==> config.mk <==
export PLATFORM = sky130hd
export DESIGN_NAME = rope_angle
export DESIGN_NICKNAME = d
export VERILOG_FILES = /design/src/rtl/rope_pkg.sv /design/src/rtl/rope_angle.sv
export VERILOG_INCLUDE_DIRS = /design/src /design/src/rtl
export SDC_FILE = /design/constraint.sdc
export NUM_CORES = 2
export LEC_CHECK = 0
export BUFFER_PORTS_ARGS = -buffer_cell sky130_fd_sc_hd__buf_2
export CORE_MARGIN = 1
export CORE_UTILIZATION = 60
export DETAILED_ROUTE_END_ITERATION = 7
export GPL_TIMING_DRIVEN = 1
export PLACE_DENSITY = 0.83
export SLEW_MARGIN = 20
export SYNTH_ARGS = -nofsm -noshare
export SYNTH_HDL_FRONTEND = slang
export SYNTH_SLANG_ARGS = --single-unit
==> constraint.sdc <==
create_clock -name clk -period 8.6 [get_ports clk]
set_input_delay 0.86 -clock clk [delete_from_list [all_inputs] [get_ports clk]]
set_output_delay 0.86 -clock clk [all_outputs]
set_load 0.02 [all_outputs]
==> src/rtl/assert_macros.svh <==
// Assertion macros shared by the rotary embedding RTL.
`ifndef ASSERT_MACROS_SVH
`define ASSERT_MACROS_SVH
`ifndef SYNTHESIS
`define RASSERT(lbl, clk, rst, prop) \
  lbl: assert property (@(posedge clk) disable iff (rst) prop) \
    else $error("rope assertion failed");
`define RASSERT_NEXT(lbl, clk, rst, ante, cons) \
  lbl: assert property (@(posedge clk) disable iff (rst) (ante) |=> (cons)) \
    else $error("rope assertion failed");
`else
`define RASSERT(lbl, clk, rst, prop)
`define RASSERT_NEXT(lbl, clk, rst, ante, cons)
`endif
`endif

==> src/rtl/rope_pkg.sv <==
// Shared constants, types and constant tables of the rotary embedding block.
`default_nettype none
package rope_pkg;

  localparam int DATA_W  = 16;
  localparam int POS_W   = 16;
  localparam int IDX_W   = 6;
  localparam int DIMS_W  = 8;
  localparam int THETA_W = 21;

  localparam int MAX_ROTARY_DIMS = 128;
  localparam int MAX_HALF        = MAX_ROTARY_DIMS / 2;
  localparam int HALF_W          = $clog2(MAX_HALF + 1);

  localparam logic [DIMS_W-1:0]  RESET_DIMS  = 8'd128;
  localparam logic [THETA_W-1:0] RESET_THETA = 21'd870824;

  // register indexes of the configuration port
  localparam logic CFG_ROTARY_DIMS = 1'b0;
  localparam logic CFG_THETA_LOG2  = 1'b1;

  // exponent e = theta_log2 * i / half, Q.16
  localparam int E_W         = THETA_W + IDX_W;
  localparam int FRAC_W      = 16;
  localparam int EINT_W      = E_W - FRAC_W;
  localparam int DIV_STEP    = 7;
  localparam int DIV_STAGES  = (E_W + DIV_STEP - 1) / DIV_STEP;

  localparam int M_W = 32;
  localparam int R_W = POS_W + M_W;

  localparam logic [31:0] INV_TWO_PI_Q32 = 32'd683565276;
  localparam logic signed [63:0] TWO_PI_Q28 = 64'sd1686629713;

  // CORDIC datapath
  localparam int CORDIC_STEPS = 16;
  localparam int GUARD_BITS   = (DATA_W < 30) ? 30 - DATA_W : 0;
  localparam int CW           = 34;
  localparam int PROD_W       = CW + 32;
  localparam int DROP         = 30 + GUARD_BITS;
  localparam int RES_W        = PROD_W - DROP;
  localparam logic signed [PROD_W-1:0] GAIN_Q30 = PROD_W'(652032874);
  localparam logic signed [PROD_W-1:0] GAIN_RND = PROD_W'(1) <<< (DROP - 1);

  typedef struct packed {
    logic [POS_W-1:0]         pos;
    logic signed [DATA_W-1:0] a;
    logic signed [DATA_W-1:0] b;
    logic                     last;
  } rope_side_t;

  typedef struct packed {
    logic signed [CW-1:0] x;
    logic signed [CW-1:0] y;
    logic signed [CW-1:0] z;
    logic                 last;
  } rope_vec_t;

  typedef struct packed {
    logic signed [DATA_W-1:0] first;
    logic signed [DATA_W-1:0] second;
    logic                     last;
    logic                     clip;
  } rope_res_t;

  typedef logic [FRAC_W-1:0][31:0] exp_c_t;

  // floor square root, bit by bit
  function automatic logic [63:0] isqrt64(input logic [63:0] v_in);
    logic [63:0] v;
    logic [63:0] r;
    logic [63:0] b;
    v = v_in;
    r = '0;
    b = 64'h4000_0000_0000_0000;
    for (int i = 0; i < 32; i++) begin
      if (v >= r + b) begin
        v = v - (r + b);
        r = (r >> 1) + b;
      end else begin
        r = r >> 1;
      end
      b = b >> 2;
    end
    return r;
  endfunction

  // c_k = 2^(-2^-(k+1)) in Q1.31, each the floor root of the one before
  function automatic exp_c_t gen_exp_c();
    exp_c_t      t;
    logic [63:0] c;
    c = isqrt64(64'h2000_0000_0000_0000);
    for (int k = 0; k < FRAC_W; k++) begin
      t[k] = c[31:0];
      c    = isqrt64(c << 31);
    end
    return t;
  endfunction

  localparam exp_c_t EXP_C = gen_exp_c();

  // arctan(2^-k) in Q2.30
  function automatic logic signed [CW-1:0] atan_q30(input int k);
    logic signed [CW-1:0] r;
    case (k)
      0:       r = CW'(843314857);
      1:       r = CW'(497837829);
      2:       r = CW'(263043837);
      3:       r = CW'(133525159);
      4:       r = CW'(67021687);
      5:       r = CW'(33543516);
      6:       r = CW'(16775851);
      7:       r = CW'(8388437);
      8:       r = CW'(4194283);
      9:       r = CW'(2097149);
      default: r = CW'(64'sd1 <<< (30 - k));
    endcase
    return r;
  endfunction

endpackage
`default_nettype wire

==> src/rtl/rope_angle.sv <==
// Angle stage: radians, turns, quadrant fold and CORDIC start vector.
`default_nettype none
`include "assert_macros.svh"
module rope_angle (
  input  logic                          clk,
  input  logic                          rst,
  input  logic                          en,
  input  logic                          in_valid,
  input  rope_pkg::rope_side_t          in_side,
  input  logic [rope_pkg::M_W-1:0]      in_m,
  input  logic [rope_pkg::EINT_W-1:0]   in_eint,
  output logic                          out_valid,
  output rope_pkg::rope_vec_t           out_vec
);
  import rope_pkg::*;

  logic v1, v2, v3, v4, v5;
  rope_side_t s1, s2, s3, s4;
  logic [R_W-1:0] p1;
  logic           big1;
  logic [5:0]     sh1;
  logic [R_W-1:0] r2;
  logic [31:0]    ph3;
  logic [31:0]    pl3;
  logic signed [31:0] st4;
  logic           neg4;
  rope_vec_t      vec5;

  logic [62:0]        pl_full;
  logic [31:0]        t_sum;
  logic               fold;
  logic signed [DATA_W:0] a_e;
  logic signed [DATA_W:0] b_e;
  logic signed [DATA_W:0] a_n;
  logic signed [DATA_W:0] b_n;
  logic signed [63:0] st_e;
  logic signed [63:0] zp;

  // valid chain
  always_ff @(posedge clk) begin
    if (rst) begin
      v1 <= 1'b0;
      v2 <= 1'b0;
      v3 <= 1'b0;
      v4 <= 1'b0;
      v5 <= 1'b0;
    end else if (en) begin
      v1 <= in_valid;
      v2 <= v1;
      v3 <= v2;
      v4 <= v3;
      v5 <= v4;
    end
  end

  // position times frequency; exponent beyond 63 gives a zero angle
  always_ff @(posedge clk) begin
    if (en) begin
      s1   <= in_side;
      p1   <= {{(R_W-POS_W){1'b0}}, in_side.pos} * {{(R_W-M_W){1'b0}}, in_m};
      big1 <= |in_eint[EINT_W-1:6];
      sh1  <= in_eint[5:0];
    end
  end

  always_ff @(posedge clk) begin
    if (en) begin
      s2 <= s1;
      r2 <= big1 ? '0 : (p1 >> sh1);
    end
  end

  // radians to turns, high and low halves
  assign pl_full = {32'b0, r2[30:0]} * {31'b0, INV_TWO_PI_Q32};

  always_ff @(posedge clk) begin
    if (en) begin
      s3  <= s2;
      ph3 <= {15'b0, r2[R_W-1:31]} * INV_TWO_PI_Q32;
      pl3 <= pl_full[62:31];
    end
  end

  // fold outer half turn into the CORDIC range by negating the pair
  assign t_sum = ph3 + pl3;
  assign fold  = ($signed(t_sum) > 32'sd1073741824) || ($signed(t_sum) < -32'sd1073741824);

  always_ff @(posedge clk) begin
    if (en) begin
      s4   <= s3;
      neg4 <= fold;
      st4  <= fold ? $signed({~t_sum[31], t_sum[30:0]}) : $signed(t_sum);
    end
  end

  // turns to Q2.30 radians, scaled start vector
  assign a_e  = {s4.a[DATA_W-1], s4.a};
  assign b_e  = {s4.b[DATA_W-1], s4.b};
  assign a_n  = neg4 ? -a_e : a_e;
  assign b_n  = neg4 ? -b_e : b_e;
  assign st_e = {{32{st4[31]}}, st4};
  assign zp   = st_e * TWO_PI_Q28 + 64'sd536870912;

  always_ff @(posedge clk) begin
    if (en) begin
      vec5.x    <= {{(CW-DATA_W-1-GUARD_BITS){a_n[DATA_W]}}, a_n, {GUARD_BITS{1'b0}}};
      vec5.y    <= {{(CW-DATA_W-1-GUARD_BITS){b_n[DATA_W]}}, b_n, {GUARD_BITS{1'b0}}};
      vec5.z    <= zp[30+CW-1:30];
      vec5.last <= s4.last;
    end
  end

  assign out_valid = v5;
  assign out_vec   = vec5;

  // folded angle stays within a quarter turn
  `RASSERT(a_fold_range, clk, rst, v4 |-> (st4 <= 32'sd1073741824 && st4 >= -32'sd1073741824))

endmodule
`default_nettype wire

==> metrics.yaml <==
core_area_mm2: 0.1160
syn_avg_cell_area_um2: 10.48
ios: 200
grt_setup_unrepaired: "no"
synth-seq-area-share_pct: 17.15
required_ns: 8.95
finalMaxSlewViolations: 0
layout_commonest_cell: "inv_1"
yosys_warnings: 0
first_pass_iters: 6
start_util_pct: 60.42
top_usage_layer: "met2"
drive_above_1_share_pct: 5.453
worstSetupEndpointType: "flip-flop"
finalSetupTns_ns: 0
fin_nets: 9199
port_buffers: 171
synth_edf_count: 397
grt_pass1_vias: 51250
via_per_inst: 5.530
synth_area_mm2: 0.07012
dp_hpwl_mm: 139.4
htreeDepth: 2
syn_inst: 6690
die_area_mm2: 0.1182
cp_max_fo: 10
grtUsageTotal_pct: 29.07
min_period_over_period_pct: 94.44
ys_types: 68
multi_input_area_mm2: 0.05035
vias: 46380
hp-class: "in2reg"
finClkSkew_ns: 0.04772
use_met1_pct: 35.02
clockRootBuffer: "clkbuf_16"
ant_nets: 0
synthFlopType: "edfxtp_1"
finalSetupViolCount: 0
die_y_um: 343.8
cts_tree: "built"
cts_buffers: 48
hold_violations: 0
cts_sinks: 402
yosys_register_bits: 402
gp_congestion: 0.9851
fin_util_pct: 63.95
finalCriticalPeriod_ns: 8.122
grtUsageMet3_pct: 4.393
use_met2_pct: 51.53
grt_first_pass_wirelength_mm: 266.4
max_slew_margin_pct: 27.79
regArea_mm2: 0.01202
drc: 0
crit_type: "reg2reg"
dieWidth_um: 343.8
drt_iter0_drc: 3051
worst_slew_pin_slew_ns: 1.073
area_growth_pct: 5.839
arrival_ns: 8.48
grt_max_degree: 164
fmax_ghz: 0.1231
fillerInstances: 8949
cp-start-kind: "flip-flop"
antenna_found_initial: 5
synthArstFlopShare_pct: 0
clk_pin_slew_ns: 0.06
clockBufferDepth: 3
drt_wl_total_mm: 164.9
max_cap_violations: 0
grt-ovfl-total: 0
post_drt_wl_per_cell_um: 19.66
status: "complete, no violations"
rows: 125
clock_latency_ns: 0.66
layout_common_cells: "1874 x inv_1, 1316 x fa_1, 965 x ha_1"
## per-layer routing
layer  up-vias  routed length [um]
li1      20830                   -
met1     23350               62370
met2      1711               84280
met3       481               10340
met4         4                7851
met5         -                  27
## final timing paths
check	end	from	cells past startpoint	slack [ns]
worst max-delay path	out_vec[25]	st4[15]	24	0.48
worst min-delay path	s1[10]	in_side[10]	1	0.38
worst min register to register	b_e[4]	s3[5]	0	0.41
worst max register to register	out_vec[25]	st4[15]	24	0.48
## Yosys cell counts, drive strengths merged, types with 5 or more instances
cell	instances	area (um^2)
a211oi	25	192.7
a311oi	7	61.31
o21ai	118	590.6
nor2	183	686.9
edfxtp	397	11920
o211ai	9	67.56
o21a	20	150.1
o31ai	14	105.1
o22a	18	157.7
or3	12	75.07
a21boi	5	37.54
or2	10	62.56
nor4	8	50.05
o21bai	21	157.7
nand4	24	150.1
clkbuf	131	491.7
buf	47	304.0
fa	1316	26350
nor3	30	155.1
a21o	84	630.6
a211o	5	43.79
or4	5	37.54
and2	167	1045
mux4	41	923.4
and3	26	162.7
a31oi	23	150.1
mux2	5	56.30
inv	1875	7038
a221oi	5	56.31
nand3	36	180.2
xnor2	171	1498
mux2i	34	340.3
ha	965	12070
nor2b	36	225.2
dfxtp	5	100.1
nand2	526	1974
xor2	47	411.6
nand2b	28	175.2
a21oi	171	863.3
## cells by family after synthesis
logic type / Yosys count / share of synthesized area [%]
simple gates: 1099 / 7.199
fa+ha+maj: 2281 / 54.79
mux: 80 / 1.883
buf+inv: 2055 / 11.18
other cells: 1 / 0.005348
flops: 402 / 17.15
xor+xnor: 218 / 2.723
compound gates: 554 / 5.068
## sequential cells by signal, summed over array words and instances, names as in the netlist, 30 cells and up
register	flops
s2	33
pl3	30
s1	33
ph3	30
st4	32
out_vec	69
r2	48
p1	48
s3	33
## metrics by stage
step	area, um^2	setup WS (ns)	hold WS [ns]	cells
global placement	72630	0.5275	0.4010	8289
finish	74210	0.4782	0.3780	8388
global route	74200	0.02030	0.3500	8385
floorplan	70220	0.3360	0.4003	6717
CTS	74140	0.3362	0.3313	8375
detailed placement	72630	0.4398	0.4045	8289
## worst max-delay path: stages, from the launching register on
cell and delay (ns):
edfxtp_1 0.68, inv_1 0.18, fa_1 0.60, fa_1 0.45, fa_1 0.50, inv_1 0.06, fa_1 0.48, fa_1 0.57
fa_1 0.42, fa_1 0.53, fa_1 0.42, ha_1 0.35, nand2_1 0.11, nor2_1 0.04, a211oi_1 0.18, o21ai_0 0.12
a21oi_1 0.38, o21ai_1 0.22, o31ai_1 0.24, buf_4 0.16, nand2_1 0.13, a221oi_2 0.47, o21ai_0 0.18, a31oi_1 0.26
xnor2_1 0.10
## layout make-up
cell class	instances	area share (%)
clock inverters	29	0.3709
diodes	6	0.02023
repair buffers	233	1.828
well taps	1524	2.570
flip-flops and latches	402	16.20
multi-input cells	4260	67.85
clock buffers	57	1.664
inverters	1877	9.494
## repair_timing
item                       4_1_cts  5_1_grt
hold buffers                     0        0
buffers inserted                 0        7
setup endpoints to repair        0        6
resized for setup                0        1
Power is left out: the tool's default activity adds up to more than one toggle a clock period on the data nets, which glitch-free logic cannot reach.
