### src/rtl/assert_macros.svh
// Assertion macros shared by the rotary embedding RTL.
`ifndef ASSERT_MACROS_SVH
`define ASSERT_MACROS_SVH
`ifndef SYNTHESIS
`define RASSERT(lbl, clk, rst, prop) \
  lbl: assert property (@(posedge clk) disable iff (rst) prop) \
    else $error("rope assertion failed");
`define RASSERT_NEXT(lbl, clk, rst, ante, cons) \
  lbl: assert property (@(posedge clk) disable iff (rst) (ante) |=> (cons)) \
    else $error("rope assertion failed");
`else
`define RASSERT(lbl, clk, rst, prop)
`define RASSERT_NEXT(lbl, clk, rst, ante, cons)
`endif
`endif

### src/rtl/rope_pkg.sv
// Shared constants, types and constant tables of the rotary embedding block.
`default_nettype none
package rope_pkg;

  localparam int DATA_W  = 16;
  localparam int POS_W   = 16;
  localparam int IDX_W   = 6;
  localparam int DIMS_W  = 8;
  localparam int THETA_W = 21;

  localparam int MAX_ROTARY_DIMS = 128;
  localparam int MAX_HALF        = MAX_ROTARY_DIMS / 2;
  localparam int HALF_W          = $clog2(MAX_HALF + 1);

  localparam logic [DIMS_W-1:0]  RESET_DIMS  = 8'd128;
  localparam logic [THETA_W-1:0] RESET_THETA = 21'd870824;

  // register indexes of the configuration port
  localparam logic CFG_ROTARY_DIMS = 1'b0;
  localparam logic CFG_THETA_LOG2  = 1'b1;

  // exponent e = theta_log2 * i / half, Q.16
  localparam int E_W         = THETA_W + IDX_W;
  localparam int FRAC_W      = 16;
  localparam int EINT_W      = E_W - FRAC_W;
  localparam int DIV_STEP    = 7;
  localparam int DIV_STAGES  = (E_W + DIV_STEP - 1) / DIV_STEP;

  localparam int M_W = 32;
  localparam int R_W = POS_W + M_W;

  localparam logic [31:0] INV_TWO_PI_Q32 = 32'd683565276;
  localparam logic signed [63:0] TWO_PI_Q28 = 64'sd1686629713;

  // CORDIC datapath
  localparam int CORDIC_STEPS = 16;
  localparam int GUARD_BITS   = (DATA_W < 30) ? 30 - DATA_W : 0;
  localparam int CW           = 34;
  localparam int PROD_W       = CW + 32;
  localparam int DROP         = 30 + GUARD_BITS;
  localparam int RES_W        = PROD_W - DROP;
  localparam logic signed [PROD_W-1:0] GAIN_Q30 = PROD_W'(652032874);
  localparam logic signed [PROD_W-1:0] GAIN_RND = PROD_W'(1) <<< (DROP - 1);

  typedef struct packed {
    logic [POS_W-1:0]         pos;
    logic signed [DATA_W-1:0] a;
    logic signed [DATA_W-1:0] b;
    logic                     last;
  } rope_side_t;

  typedef struct packed {
    logic signed [CW-1:0] x;
    logic signed [CW-1:0] y;
    logic signed [CW-1:0] z;
    logic                 last;
  } rope_vec_t;

  typedef struct packed {
    logic signed [DATA_W-1:0] first;
    logic signed [DATA_W-1:0] second;
    logic                     last;
    logic                     clip;
  } rope_res_t;

  typedef logic [FRAC_W-1:0][31:0] exp_c_t;

  // floor square root, bit by bit
  function automatic logic [63:0] isqrt64(input logic [63:0] v_in);
    logic [63:0] v;
    logic [63:0] r;
    logic [63:0] b;
    v = v_in;
    r = '0;
    b = 64'h4000_0000_0000_0000;
    for (int i = 0; i < 32; i++) begin
      if (v >= r + b) begin
        v = v - (r + b);
        r = (r >> 1) + b;
      end else begin
        r = r >> 1;
      end
      b = b >> 2;
    end
    return r;
  endfunction

  // c_k = 2^(-2^-(k+1)) in Q1.31, each the floor root of the one before
  function automatic exp_c_t gen_exp_c();
    exp_c_t      t;
    logic [63:0] c;
    c = isqrt64(64'h2000_0000_0000_0000);
    for (int k = 0; k < FRAC_W; k++) begin
      t[k] = c[31:0];
      c    = isqrt64(c << 31);
    end
    return t;
  endfunction

  localparam exp_c_t EXP_C = gen_exp_c();

  // arctan(2^-k) in Q2.30
  function automatic logic signed [CW-1:0] atan_q30(input int k);
    logic signed [CW-1:0] r;
    case (k)
      0:       r = CW'(843314857);
      1:       r = CW'(497837829);
      2:       r = CW'(263043837);
      3:       r = CW'(133525159);
      4:       r = CW'(67021687);
      5:       r = CW'(33543516);
      6:       r = CW'(16775851);
      7:       r = CW'(8388437);
      8:       r = CW'(4194283);
      9:       r = CW'(2097149);
      default: r = CW'(64'sd1 <<< (30 - k));
    endcase
    return r;
  endfunction

endpackage
`default_nettype wire

### src/rtl/rope_div.sv
// Exponent stage: theta_log2 * i, then restoring division by rotary_dims / 2.
`default_nettype none
module rope_div (
  input  logic                           clk,
  input  logic                           rst,
  input  logic                           en,
  input  logic                           in_valid,
  input  rope_pkg::rope_side_t           in_side,
  input  logic [rope_pkg::IDX_W-1:0]     in_index,
  input  logic [rope_pkg::THETA_W-1:0]   theta,
  input  logic [rope_pkg::HALF_W-1:0]    half,
  output logic                           out_valid,
  output rope_pkg::rope_side_t           out_side,
  output logic [rope_pkg::E_W-1:0]       out_e
);
  import rope_pkg::*;

  logic             pv;
  rope_side_t       pside;
  logic [E_W-1:0]   pn;

  logic             dv    [DIV_STAGES];
  rope_side_t       dside [DIV_STAGES];
  logic [HALF_W-1:0] drem [DIV_STAGES];
  logic [E_W-1:0]   dn    [DIV_STAGES];
  logic [E_W-1:0]   dq    [DIV_STAGES];

  // dividend register
  always_ff @(posedge clk) begin
    if (rst) begin
      pv <= 1'b0;
    end else if (en) begin
      pv <= in_valid;
    end
  end

  always_ff @(posedge clk) begin
    if (en) begin
      pside <= in_side;
      pn    <= E_W'(theta) * E_W'(in_index);
    end
  end

  // division stages, up to DIV_STEP quotient bits each
  for (genvar s = 0; s < DIV_STAGES; s++) begin : g_div
    logic              vi;
    rope_side_t        si;
    logic [HALF_W-1:0] ri;
    logic [E_W-1:0]    ni;
    logic [E_W-1:0]    qi;
    logic [HALF_W-1:0] ro;
    logic [E_W-1:0]    no;
    logic [E_W-1:0]    qo;

    if (s == 0) begin : g_first
      assign vi = pv;
      assign si = pside;
      assign ri = '0;
      assign ni = pn;
      assign qi = '0;
    end else begin : g_next
      assign vi = dv[s-1];
      assign si = dside[s-1];
      assign ri = drem[s-1];
      assign ni = dn[s-1];
      assign qi = dq[s-1];
    end

    always_comb begin : div_steps
      logic [HALF_W:0] sh;
      logic [HALF_W:0] df;
      sh = '0;
      df = '0;
      ro = ri;
      no = ni;
      qo = qi;
      for (int t = 0; t < DIV_STEP; t++) begin
        if (s * DIV_STEP + t < E_W) begin
          sh = {ro, no[E_W-1]};
          no = {no[E_W-2:0], 1'b0};
          df = sh - {1'b0, half};
          if (sh >= {1'b0, half}) begin
            ro = df[HALF_W-1:0];
            qo = {qo[E_W-2:0], 1'b1};
          end else begin
            ro = sh[HALF_W-1:0];
            qo = {qo[E_W-2:0], 1'b0};
          end
        end
      end
    end

    always_ff @(posedge clk) begin
      if (rst) begin
        dv[s] <= 1'b0;
      end else if (en) begin
        dv[s] <= vi;
      end
    end

    always_ff @(posedge clk) begin
      if (en) begin
        dside[s] <= si;
        drem[s]  <= ro;
        dn[s]    <= no;
        dq[s]    <= qo;
      end
    end
  end

  assign out_valid = dv[DIV_STAGES-1];
  assign out_side  = dside[DIV_STAGES-1];
  assign out_e     = dq[DIV_STAGES-1];

endmodule
`default_nettype wire

### config.mk
export PLATFORM = sky130hd
export DESIGN_NAME = rope_div
export DESIGN_NICKNAME = d
export VERILOG_FILES = /design/src/rtl/assert_macros.svh /design/src/rtl/rope_pkg.sv /design/src/rtl/rope_div.sv
export SDC_FILE = /design/constraint.sdc
export NUM_CORES = 1
export LEC_CHECK = 0
export BUFFER_PORTS_ARGS = -buffer_cell sky130_fd_sc_hd__buf_2
export CORE_MARGIN = 10
export CORE_UTILIZATION = 45
export DETAILED_ROUTE_END_ITERATION = 6
export PLACE_DENSITY_LB_ADDON = 0.1
export RECOVER_POWER = 25
export SLEW_MARGIN = 20
export SYNTH_ARGS = -nofsm -noshare
export SYNTH_HDL_FRONTEND = slang
export SYNTH_SLANG_ARGS = --single-unit
### constraint.sdc
create_clock -name clk -period 43 [get_ports clk]
set_input_delay 6.45 -clock clk [delete_from_list [all_inputs] [get_ports clk]]
set_output_delay 6.45 -clock clk [all_outputs]
set_load 0.02 [all_outputs]
==> metrics.md, run 1 <==
| Metric | Value |
|---|---|
| Vias per cell | `5.381` |
| Total track usage | `16.71%` |
| Top cells by count, synth | `edfxtp_1, ha_1, inv_1, nand2_1, fa_1` |
| Count leader, synth | `edfxtp_1` |
| Post-synth EDFFs | `405` |
| Routed wire length | `56.43 mm` |
| Slew HR | `31.80%` |
| Critical Path AT | `22.58 ns` |
| CP max stage cell | `o21ai_0` |
| Part of the cycle the worst path needs | `51.73%` |
| Final hold vios | `0` |
| RSZ-0062 raised after global routing | `no` |
| Vias in the first global route | `16978` |
| Top cells by area, synth | `edfxtp_1, ha_1, fa_1` |
| First-pass GRT wire length | `90.31 mm` |
| H-tree Lvls | `2` |
| TritonCTS clock tree | `done` |
| Die ar. | `66900 sq um` |
| Yosys warnings | `0` |
| Share of the synthesized area in the top cell type | `47.45%` |
| Critical Path Fanout Max | `12` |
| Final ANT Viol Nets | `0` |
| CP Launch Type | `input pin` |
| Area leader, netlist | `edfxtp_1` |
| Grt total ovfl | `0` |
| Resize count post-CTS | `0` |
| Dpl hpwl | `42.04 mm` |
| Placer Congestion | `0.8854` |
| Slew of the pin with the lowest slew margin | `1.018 ns` |
| Syn-to-layout area delta | `12.62%` |
| Fin crit period | `22.25 ns` |
| CP peak stage delay | `0.62 ns` |
| Worst Skew | `0.02197 ns` |
| R2r startpoint | `dn[1][20]` |
| Hold path start | `g_div[0].ni[13]` |
| Clk_lat worst skew | `0.59 ns` |
| Number of post-CTS setup repair buffers | `0` |
| Post-synthesis net count | `2562` |
| Die Span Y | `258.7 um` |
| Worst hold path class | `flop to flop` |
| Req. time, crit path | `43.33 ns` |
| Initial Util | `45.45%` |
| CP dominant cell by count | `o21ai_0` |
| Seq/Total Area, Yosys | `47.53%` |
| CTS clk-pin slew, worst paths | `0.06 ns` |
| Die W | `258.7 um` |
| Fmax | `0.04495 GHz` |
| Avg Cell Area, Syn | `11.90 sq um` |
| Core area | `56390 sq um` |
| Share of cells above drive strength 1 | `13.94%` |
| Setup TNS | `0 ns` |
| DRC | `0` |
| Maximum capacitance violations | `0` |
| Longest Clk Path Bufs | `3` |
| Clock root buffer | `clkbuf_16` |
| Filler cells | `5025` |
| Post-synthesis cell area | `25630 sq um` |
| Largest net degree at the start of global routing | `135` |
| Status | `finished, final reports clean` |
| Initial DRC Count | `1001` |
| WS Path Type | `input pin to flop` |
| Cell row count | `87` |
| Drt pass-1 iters | `5` |
| # nets final | `2761` |
| Final core utilization | `51.19%` |
| IO Count | `164` |
| Setup crit end kind | `flop` |
| Final setup vio count | `0` |
| Total CTS buffers | `45` |
| Async S/R FF share, synth | `0%` |
| Clk sinks | `406` |
| Final Max Tran Viols | `0` |
| Post-synth cell types | `93` |
| Vias | `16935` |
| Cells after Synth | `2154` |
| FF+latch count, synth | `406` |
| I/O Buffers | `163` |
| WL per Instance | `17.93 um` |
| Initial antenna violation count | `5` |
| Post-cts hold buffer count | `0` |
| Synth Flop Type | `edfxtp_1` |
| Crit path from | `half[1]` |
## per-layer routing
metal,routed length [um],global-route usage (%)
met1,25300,22.39
met2,26360,26.96
met3,3231,3.304
met4,1502,5.228
met5,37,0
## layout by cell type, fill, tap and decap left out, types with 39 or more instances in the layout
cell type	n
and2_1	43
edfxtp_1	405
nand2b_1	39
xor2_1	43
mux2_2	45
nand2_1	187
o21a_1	41
clkbuf_16	45
o21ai_0	90
ha_1	219
xnor2_1	58
a21o_1	44
inv_1	195
buf_2	162
nor2b_1	56
a21oi_1	88
fa_1	102
mux2i_1	41
nor2_1	96
## critical path: cells and delay by family
family                   cells  cell delay [ns]
AO/OA/AOI/OAI               34             9.09
adder cells (fa/ha/maj)      7             2.50
multiplexers                 3             0.72
AND/OR/NAND/NOR             15             2.91
buffers and inverters        5             0.85
## per-stage QoR
step / std cells / hold WS [ns] / setup slack, ns / cell area [sq um]
after floorplan: 2154 / 0.4003 / 22.47 / 25630
after global placement: 3062 / 0.4008 / 20.34 / 27400
after detailed placement: 3062 / 0.4045 / 20.24 / 27400
after CTS: 3144 / 0.4084 / 20.81 / 28860
after global routing: 3145 / 0.4154 / 19.08 / 28860
final: 3147 / 0.4090 / 20.76 / 28860
## final timing paths
kind                                   end  slack [ns]  cells past startpoint
worst max-delay path            drem[2][0]       20.76                     64
worst min-delay path             dn[0][14]        0.41                      0
worst max register to register  drem[2][0]       26.49                     65
worst min register to register   dn[0][14]        0.41                      0
## state kept, by name, indices dropped and copies added, names as in the netlist
register and flops:
dn 39, dq 69, drem 21, dside 196, dv 4, g_div.ni 27
g_div.si 49, g_div.vi 1
## cell type report
| cell class | instances | area (sq um) | share of cell area [%] |
|---|---|---|---|
| Multi-Input combinational cell | 1518 | 12560 | 43.52 |
| Inverter | 205 | 769.5 | 2.666 |
| Antenna cell | 3 | 7.507 | 0.02601 |
| Clock inverter | 28 | 294.0 | 1.019 |
| Timing Repair Buffer | 177 | 943.4 | 3.268 |
| Sequential cell | 406 | 12180 | 42.20 |
| Tap cell | 756 | 945.9 | 3.277 |
| Clock buffer | 54 | 1160 | 4.018 |
## kinds of logic (layout without fill, tap and decap cells)
family / count (synthesis) / after routing / synth area share [%]
flops: 406 / 406 / 47.53
compound gates: 444 / 444 / 12.06
mux: 90 / 90 / 3.779
fa+ha+maj: 321 / 321 / 18.66
other cells: 0 / 3 / 0
simple gates: 562 / 562 / 11.06
xor+xnor: 101 / 101 / 3.451
buf+inv: 230 / 464 / 3.456
Power of run 1 is left out: the tool's default activity adds up to more than one toggle a clock period on the data nets, which glitch-free logic cannot reach.
==> run 2, diff against run 1 <==
- ABC_AREA: default -> 1
- clock period: 43 -> 19.9 ns (I/O delays scaled with it)
==> run 2 against run 1 <==
  * Non-clock buffer count rose by 1
  * Highest routed layer unchanged
  * Critical endpoint is now drem[2][6]
  * Worst hold slack got worse by 0.00068 ns
  * Wire length down 7.7%
==> metrics.md, run 2 <==
| Metric | Value |
|---|---|
| Status | `finished, final reports clean` |
| Total track usage | `15.60%` |
| Initial DRC Count | `818` |
| Post-synthesis cell area | `25600 sq um` |
| Number of post-CTS setup repair buffers | `0` |
| Setup TNS | `0 ns` |
| Share of cells above drive strength 1 | `12.71%` |
| Routed wire length | `52.09 mm` |
| Resize count post-CTS | `0` |
| Fin crit period | `15.39 ns` |
| Seq/Total Area, Yosys | `47.58%` |
| Critical Path Fanout Max | `27` |
| CP max stage cell | `a221oi_1` |
| Largest net degree at the start of global routing | `109` |
| Worst Skew | `0.01952 ns` |
| Worst hold path class | `flop to flop` |
| WL per Instance | `15.08 um` |
| R2r startpoint | `dn[1][20]` |
| Final ANT Viol Nets | `0` |
| CTS clk-pin slew, worst paths | `0.06 ns` |
| Area leader, netlist | `edfxtp_1` |
| R2r worst-path depth | `75` |
| Post-cts hold buffer count | `0` |
| Post-synth cell types | `54` |
| Total CTS buffers | `44` |
| Vias in the first global route | `17293` |
| Hold path start | `g_div[0].ni[12]` |
| Final setup vio count | `0` |
| WS Path Type | `input pin to flop` |
| CP dominant cell by count | `nand2_1` |
| Drt pass-1 iters | `5` |
| Final Max Tran Viols | `0` |
| Die ar. | `66840 sq um` |
| Fmax | `0.06499 GHz` |
| Grt total ovfl | `0` |
| Top cells by area, synth | `edfxtp_1, ha_1, nand2_1` |
| Async S/R FF share, synth | `0%` |
| Part of the cycle the worst path needs | `77.32%` |
| CP Launch Type | `input pin` |
| IO Count | `164` |
| Slew HR | `34.38%` |
| Clk_lat worst skew | `0.58 ns` |
| Vias per cell | `4.989` |
| Critical Path AT | `15.72 ns` |
| End of the worst hold path | `dn[0][13]` |
| Share of the synthesized area in the top cell type | `47.50%` |
| Filler cells | `5133` |
| TritonCTS clock tree | `done` |
| Post-synthesis net count | `2871` |
| Maximum capacitance violations | `0` |
| Hold depth | `0` |
| Yosys warnings | `0` |
| Post-synth EDFFs | `405` |
| Crit path from | `half[0]` |
| CP peak stage delay | `0.66 ns` |
| First-pass GRT wire length | `86.31 mm` |
| Final hold vios | `0` |
| Placer Congestion | `0.8510` |
| Critical R2R Capture | `drem[2][6]` |
| Ant. Diodes | `0` |
| Clk sinks | `406` |
| I/O Buffers | `163` |
| Cells after Synth | `2463` |
| FF+latch count, synth | `406` |
| Slew of the pin with the lowest slew margin | `0.9843 ns` |
| Synth Flop Type | `edfxtp_1` |
| RSZ-0062 raised after global routing | `no` |
| Req. time, crit path | `20.23 ns` |
| Initial antenna violation count | `2` |
| Initial Util | `45.41%` |
| Setup crit end kind | `flop` |
| Most common cell after layout, fill and taps aside | `nand2_1` |
| # nets final | `3073` |
| Avg Cell Area, Syn | `10.40 sq um` |
| Syn-to-layout area delta | `12.79%` |
| Longest Clk Path Bufs | `3` |
| Cell row count | `87` |
| CP top delay family | `compound AO/OA/AOI/OAI gates` |
| Clock root buffer | `clkbuf_16` |
| Count leader, synth | `nand2_1` |
| H-tree Lvls | `2` |
| Die Span Y | `258.5 um` |
| Top cells by count, synth | `nand2_1, edfxtp_1, inv_1, ha_1, a21oi_1` |
| Commonest non-fill, non-tap cells in the layout | `nand2_1, edfxtp_1, inv_1` |
| Buffers and inverters on the worst path | `10` |
| Dpl hpwl | `38.44 mm` |
| DRC | `0` |
| Core area | `56390 sq um` |
| Register name with the most flops | `dside` |
| Vias | `17238` |
| Die W | `258.5 um` |
| Largest register FFs | `196` |
| Reg2reg setup slack | `7.10 ns` |
-- run 2: layout make-up --
class	instances	area, sq um	share of cell area [%]
multi-input combinational	1639	11810	40.88
clock buffer	48	1116	3.865
timing repair buffer	178	938.4	3.249
sequential	406	12180	42.18
clock inverter	32	405.4	1.404
tap	756	945.9	3.275
inverter	396	1486	5.147
-- run 2: metrics by stage --
stage	instances	area, sq um	util [%]	setup WS [ns]	hold WS (ns)
2_1_floorplan	2463	25600	-	5.572	0.4003
3_3_place_gp	3375	27360	48.52	4.079	0.4002
3_5_place_dp	3375	27360	48.52	3.826	0.4045
4_1_cts	3455	28880	51.22	4.408	0.4103
5_1_grt	3455	28880	51.22	2.982	0.4149
6_report	3455	28880	51.22	4.513	0.4084
-- run 2: cell families after synthesis --
logic type	count (synthesis)	share of synthesized area, %
xor gates and xnor gates	132	4.515
DFF	406	47.58
buffers and inverters	418	6.318
adders and majority gates	321	18.68
and+or+nand+nor	886	15.89
AOI/OAI and AO/OA	300	7.022
-- run 2: how the worst max path moves through the flow --
stage / slack, ns / depth (start not counted) / end
floorplan: 5.57 / 77 / drem[2][1]
global placement: 4.08 / 74 / drem[2][1]
detailed placement: 3.83 / 76 / drem[2][4]
CTS: 4.41 / 77 / drem[2][2]
global route: 2.98 / 76 / drem[2][5]
finish: 4.51 / 76 / drem[2][6]
-- run 2: per-layer routing --
layer,track usage [%],vias to the layer above,share of wire [%]
li1,-,8659,-
met1,20.43,8180,46
met2,26.11,301,48
met3,2.906,94,4.3
met4,4.313,4,2.3
met5,0,-,0.040
-- run 2: worst reg2reg max path, delay by kind of cell, from the launching register on --
kind | cells | cell delay [ns]
AOI/OAI and AO/OA | 21 | 4.70
adders and majority gates | 8 | 2.74
buffers and inverters | 9 | 0.80
DFF | 1 | 0.36
and+or+nand+nor | 37 | 3.95
Power of run 2 is left out for the same reason.
==> run 3, diff against run 2 <==
- clock period: 19.9 -> 15.3 ns (I/O delays scaled with it)
==> run 3 against run 2 <==
  * Global-route usage is 0.66 points higher
  * Die area is the same
  * Utilization down 0.20 points
  * Critical path depth grew 1
  * Setup slack got worse by 3.3 ns
  * Via count decreased by 0.10%
  * First-iteration DRC count up 18%
  * Cell count barely moved
==> metrics.md, run 3 (same netlist as run 2, synthesis figures left out) <==
| Metric | Value |
|---|---|
| H-tree Lvls | `2` |
| First-pass GRT wire length | `88.70 mm` |
| CP peak stage delay | `0.45 ns` |
| DRC | `0` |
| Vias in the first global route | `17476` |
| Initial Util | `45.41%` |
| Hold depth | `0` |
| Slew HR | `38.39%` |
| Status | `finished, final reports clean` |
| WL per Instance | `15.72 um` |
| WS Path Type | `input pin to flop` |
| Total track usage | `16.26%` |
| CTS clk-pin slew, worst paths | `0.06 ns` |
| Number of post-CTS setup repair buffers | `0` |
| CP dominant cell by count | `nand2_1` |
| Vias | `17220` |
| Setup crit end kind | `flop` |
| Register name with the most flops | `dside` |
| Critical R2R Capture | `drem[2][4]` |
| Final setup vio count | `0` |
| Initial antenna violation count | `2` |
| Longest Clk Path Bufs | `3` |
| Cell row count | `87` |
| Largest net degree at the start of global routing | `118` |
| Clk sinks | `406` |
| IO Count | `164` |
| Drt pass-1 iters | `5` |
| Part of the cycle the worst path needs | `92.05%` |
| Filler cells | `5154` |
| Grt total ovfl | `0` |
| Placed cell area | `27370 sq um` |
| Final Max Tran Viols | `0` |
| Clk_lat worst skew | `0.58 ns` |
| Critical Path AT | `14.40 ns` |
| Die W | `258.5 um` |
| Worst hold path class | `flop to flop` |
| Share of cells above drive strength 1 | `12.72%` |
| Fin crit period | `14.08 ns` |
| Vias per cell | `4.987` |
| # nets final | `3075` |
| TritonCTS clock tree | `done` |
| Routed wire length | `54.29 mm` |
| Maximum capacitance violations | `0` |
| Final core utilization | `51.01%` |
| End of the worst hold path | `dside[0][8]` |
| Reg2reg setup slack | `2.74 ns` |
| Syn-to-layout area delta | `12.34%` |
| Dpl hpwl | `40.10 mm` |
| Storage cell area | `12180 sq um` |
| Die Span Y | `258.5 um` |
| Core area | `56390 sq um` |
| CP Launch Type | `input pin` |
| Fmax | `0.07100 GHz` |
| CP max stage cell | `fa_1` |
| Worst Skew | `0.02625 ns` |
| Post-Layout Inst Area | `28760 sq um` |
| Area of the multi-input gates | `11830 sq um` |
| I/O Buffers | `163` |
| Final hold vios | `0` |
| Final ANT Viol Nets | `0` |
| Die ar. | `66840 sq um` |
| R2r worst-path depth | `77` |
| Placer Congestion | `0.8439` |
| Fin Hold WS | `0.4022 ns` |
| Setup TNS | `0 ns` |
| Clock root buffer | `clkbuf_16` |
| Req. time, crit path | `15.62 ns` |
| Hold path start | `g_div[0].si[8]` |
| Slew of the pin with the lowest slew margin | `0.9242 ns` |
| Most common cell after layout, fill and taps aside | `nand2_1` |
| Largest register FFs | `196` |
| Commonest non-fill, non-tap cells in the layout | `nand2_1, edfxtp_1, inv_1` |
| Initial DRC Count | `962` |
| R2r startpoint | `dn[1][20]` |
| Total CTS buffers | `44` |
| Critical Path Fanout Max | `16` |
run 3: worst max path at each step:
stage / cells past startpoint / slack, ns / from / end
2_1_floorplan: 77 / 1.66 / half[1] / drem[2][1]
4_1_cts: 71 / 0.95 / half[1] / drem[0][1]
5_1_grt: 70 / -0.008 / half[0] / drem[0][4]
6_report: 77 / 1.22 / half[0] / drem[2][4]
3_3_place_gp: 69 / 0.47 / half[0] / drem[0][1]
3_5_place_dp: 69 / 0.39 / half[0] / drem[0][1]
run 3: final cells by class:
| type | count | area share (%) |
|---|---|---|
| diodes | 1 | 0.008700 |
| well taps | 756 | 3.289 |
| clock buffers | 53 | 4.015 |
| repair buffers | 180 | 3.397 |
| flip-flops and latches | 406 | 42.35 |
| multi-input cells | 1639 | 41.12 |
| clock inverters | 22 | 0.6568 |
| inverters | 396 | 5.168 |
run 3: worst max-delay path, delay by kind of cell:
family,cells,cell delay (ns)
simple gates,37,3.90
compound gates,21,4.08
fa+ha+maj,8,2.90
buf+inv,11,1.19
run 3: stage by stage:
stage               instances  setup slack, ns
finish                   3453            1.216
CTS                      3451           0.9529
floorplan                2463            1.662
global route             3453        -0.007789
detailed placement       3376           0.3940
global placement         3376           0.4740
run 3: what timing repair did:
action | 4_1_cts | 5_1_grt
setup endpoints to repair | 0 | 15
gates resized for setup | 0 | 5
hold buffers | 0 | 0
run 3: layer usage:
metal  wire length [um]  global-route usage [%]  part of all wire, %
met1              24600                   20.89                   45
met5                 13                       0                0.024
met2              26220                   27.88                   48
met3               2308                   2.828                  4.3
met4               1142                   4.427                  2.1
Power of run 3 is left out for the same reason.
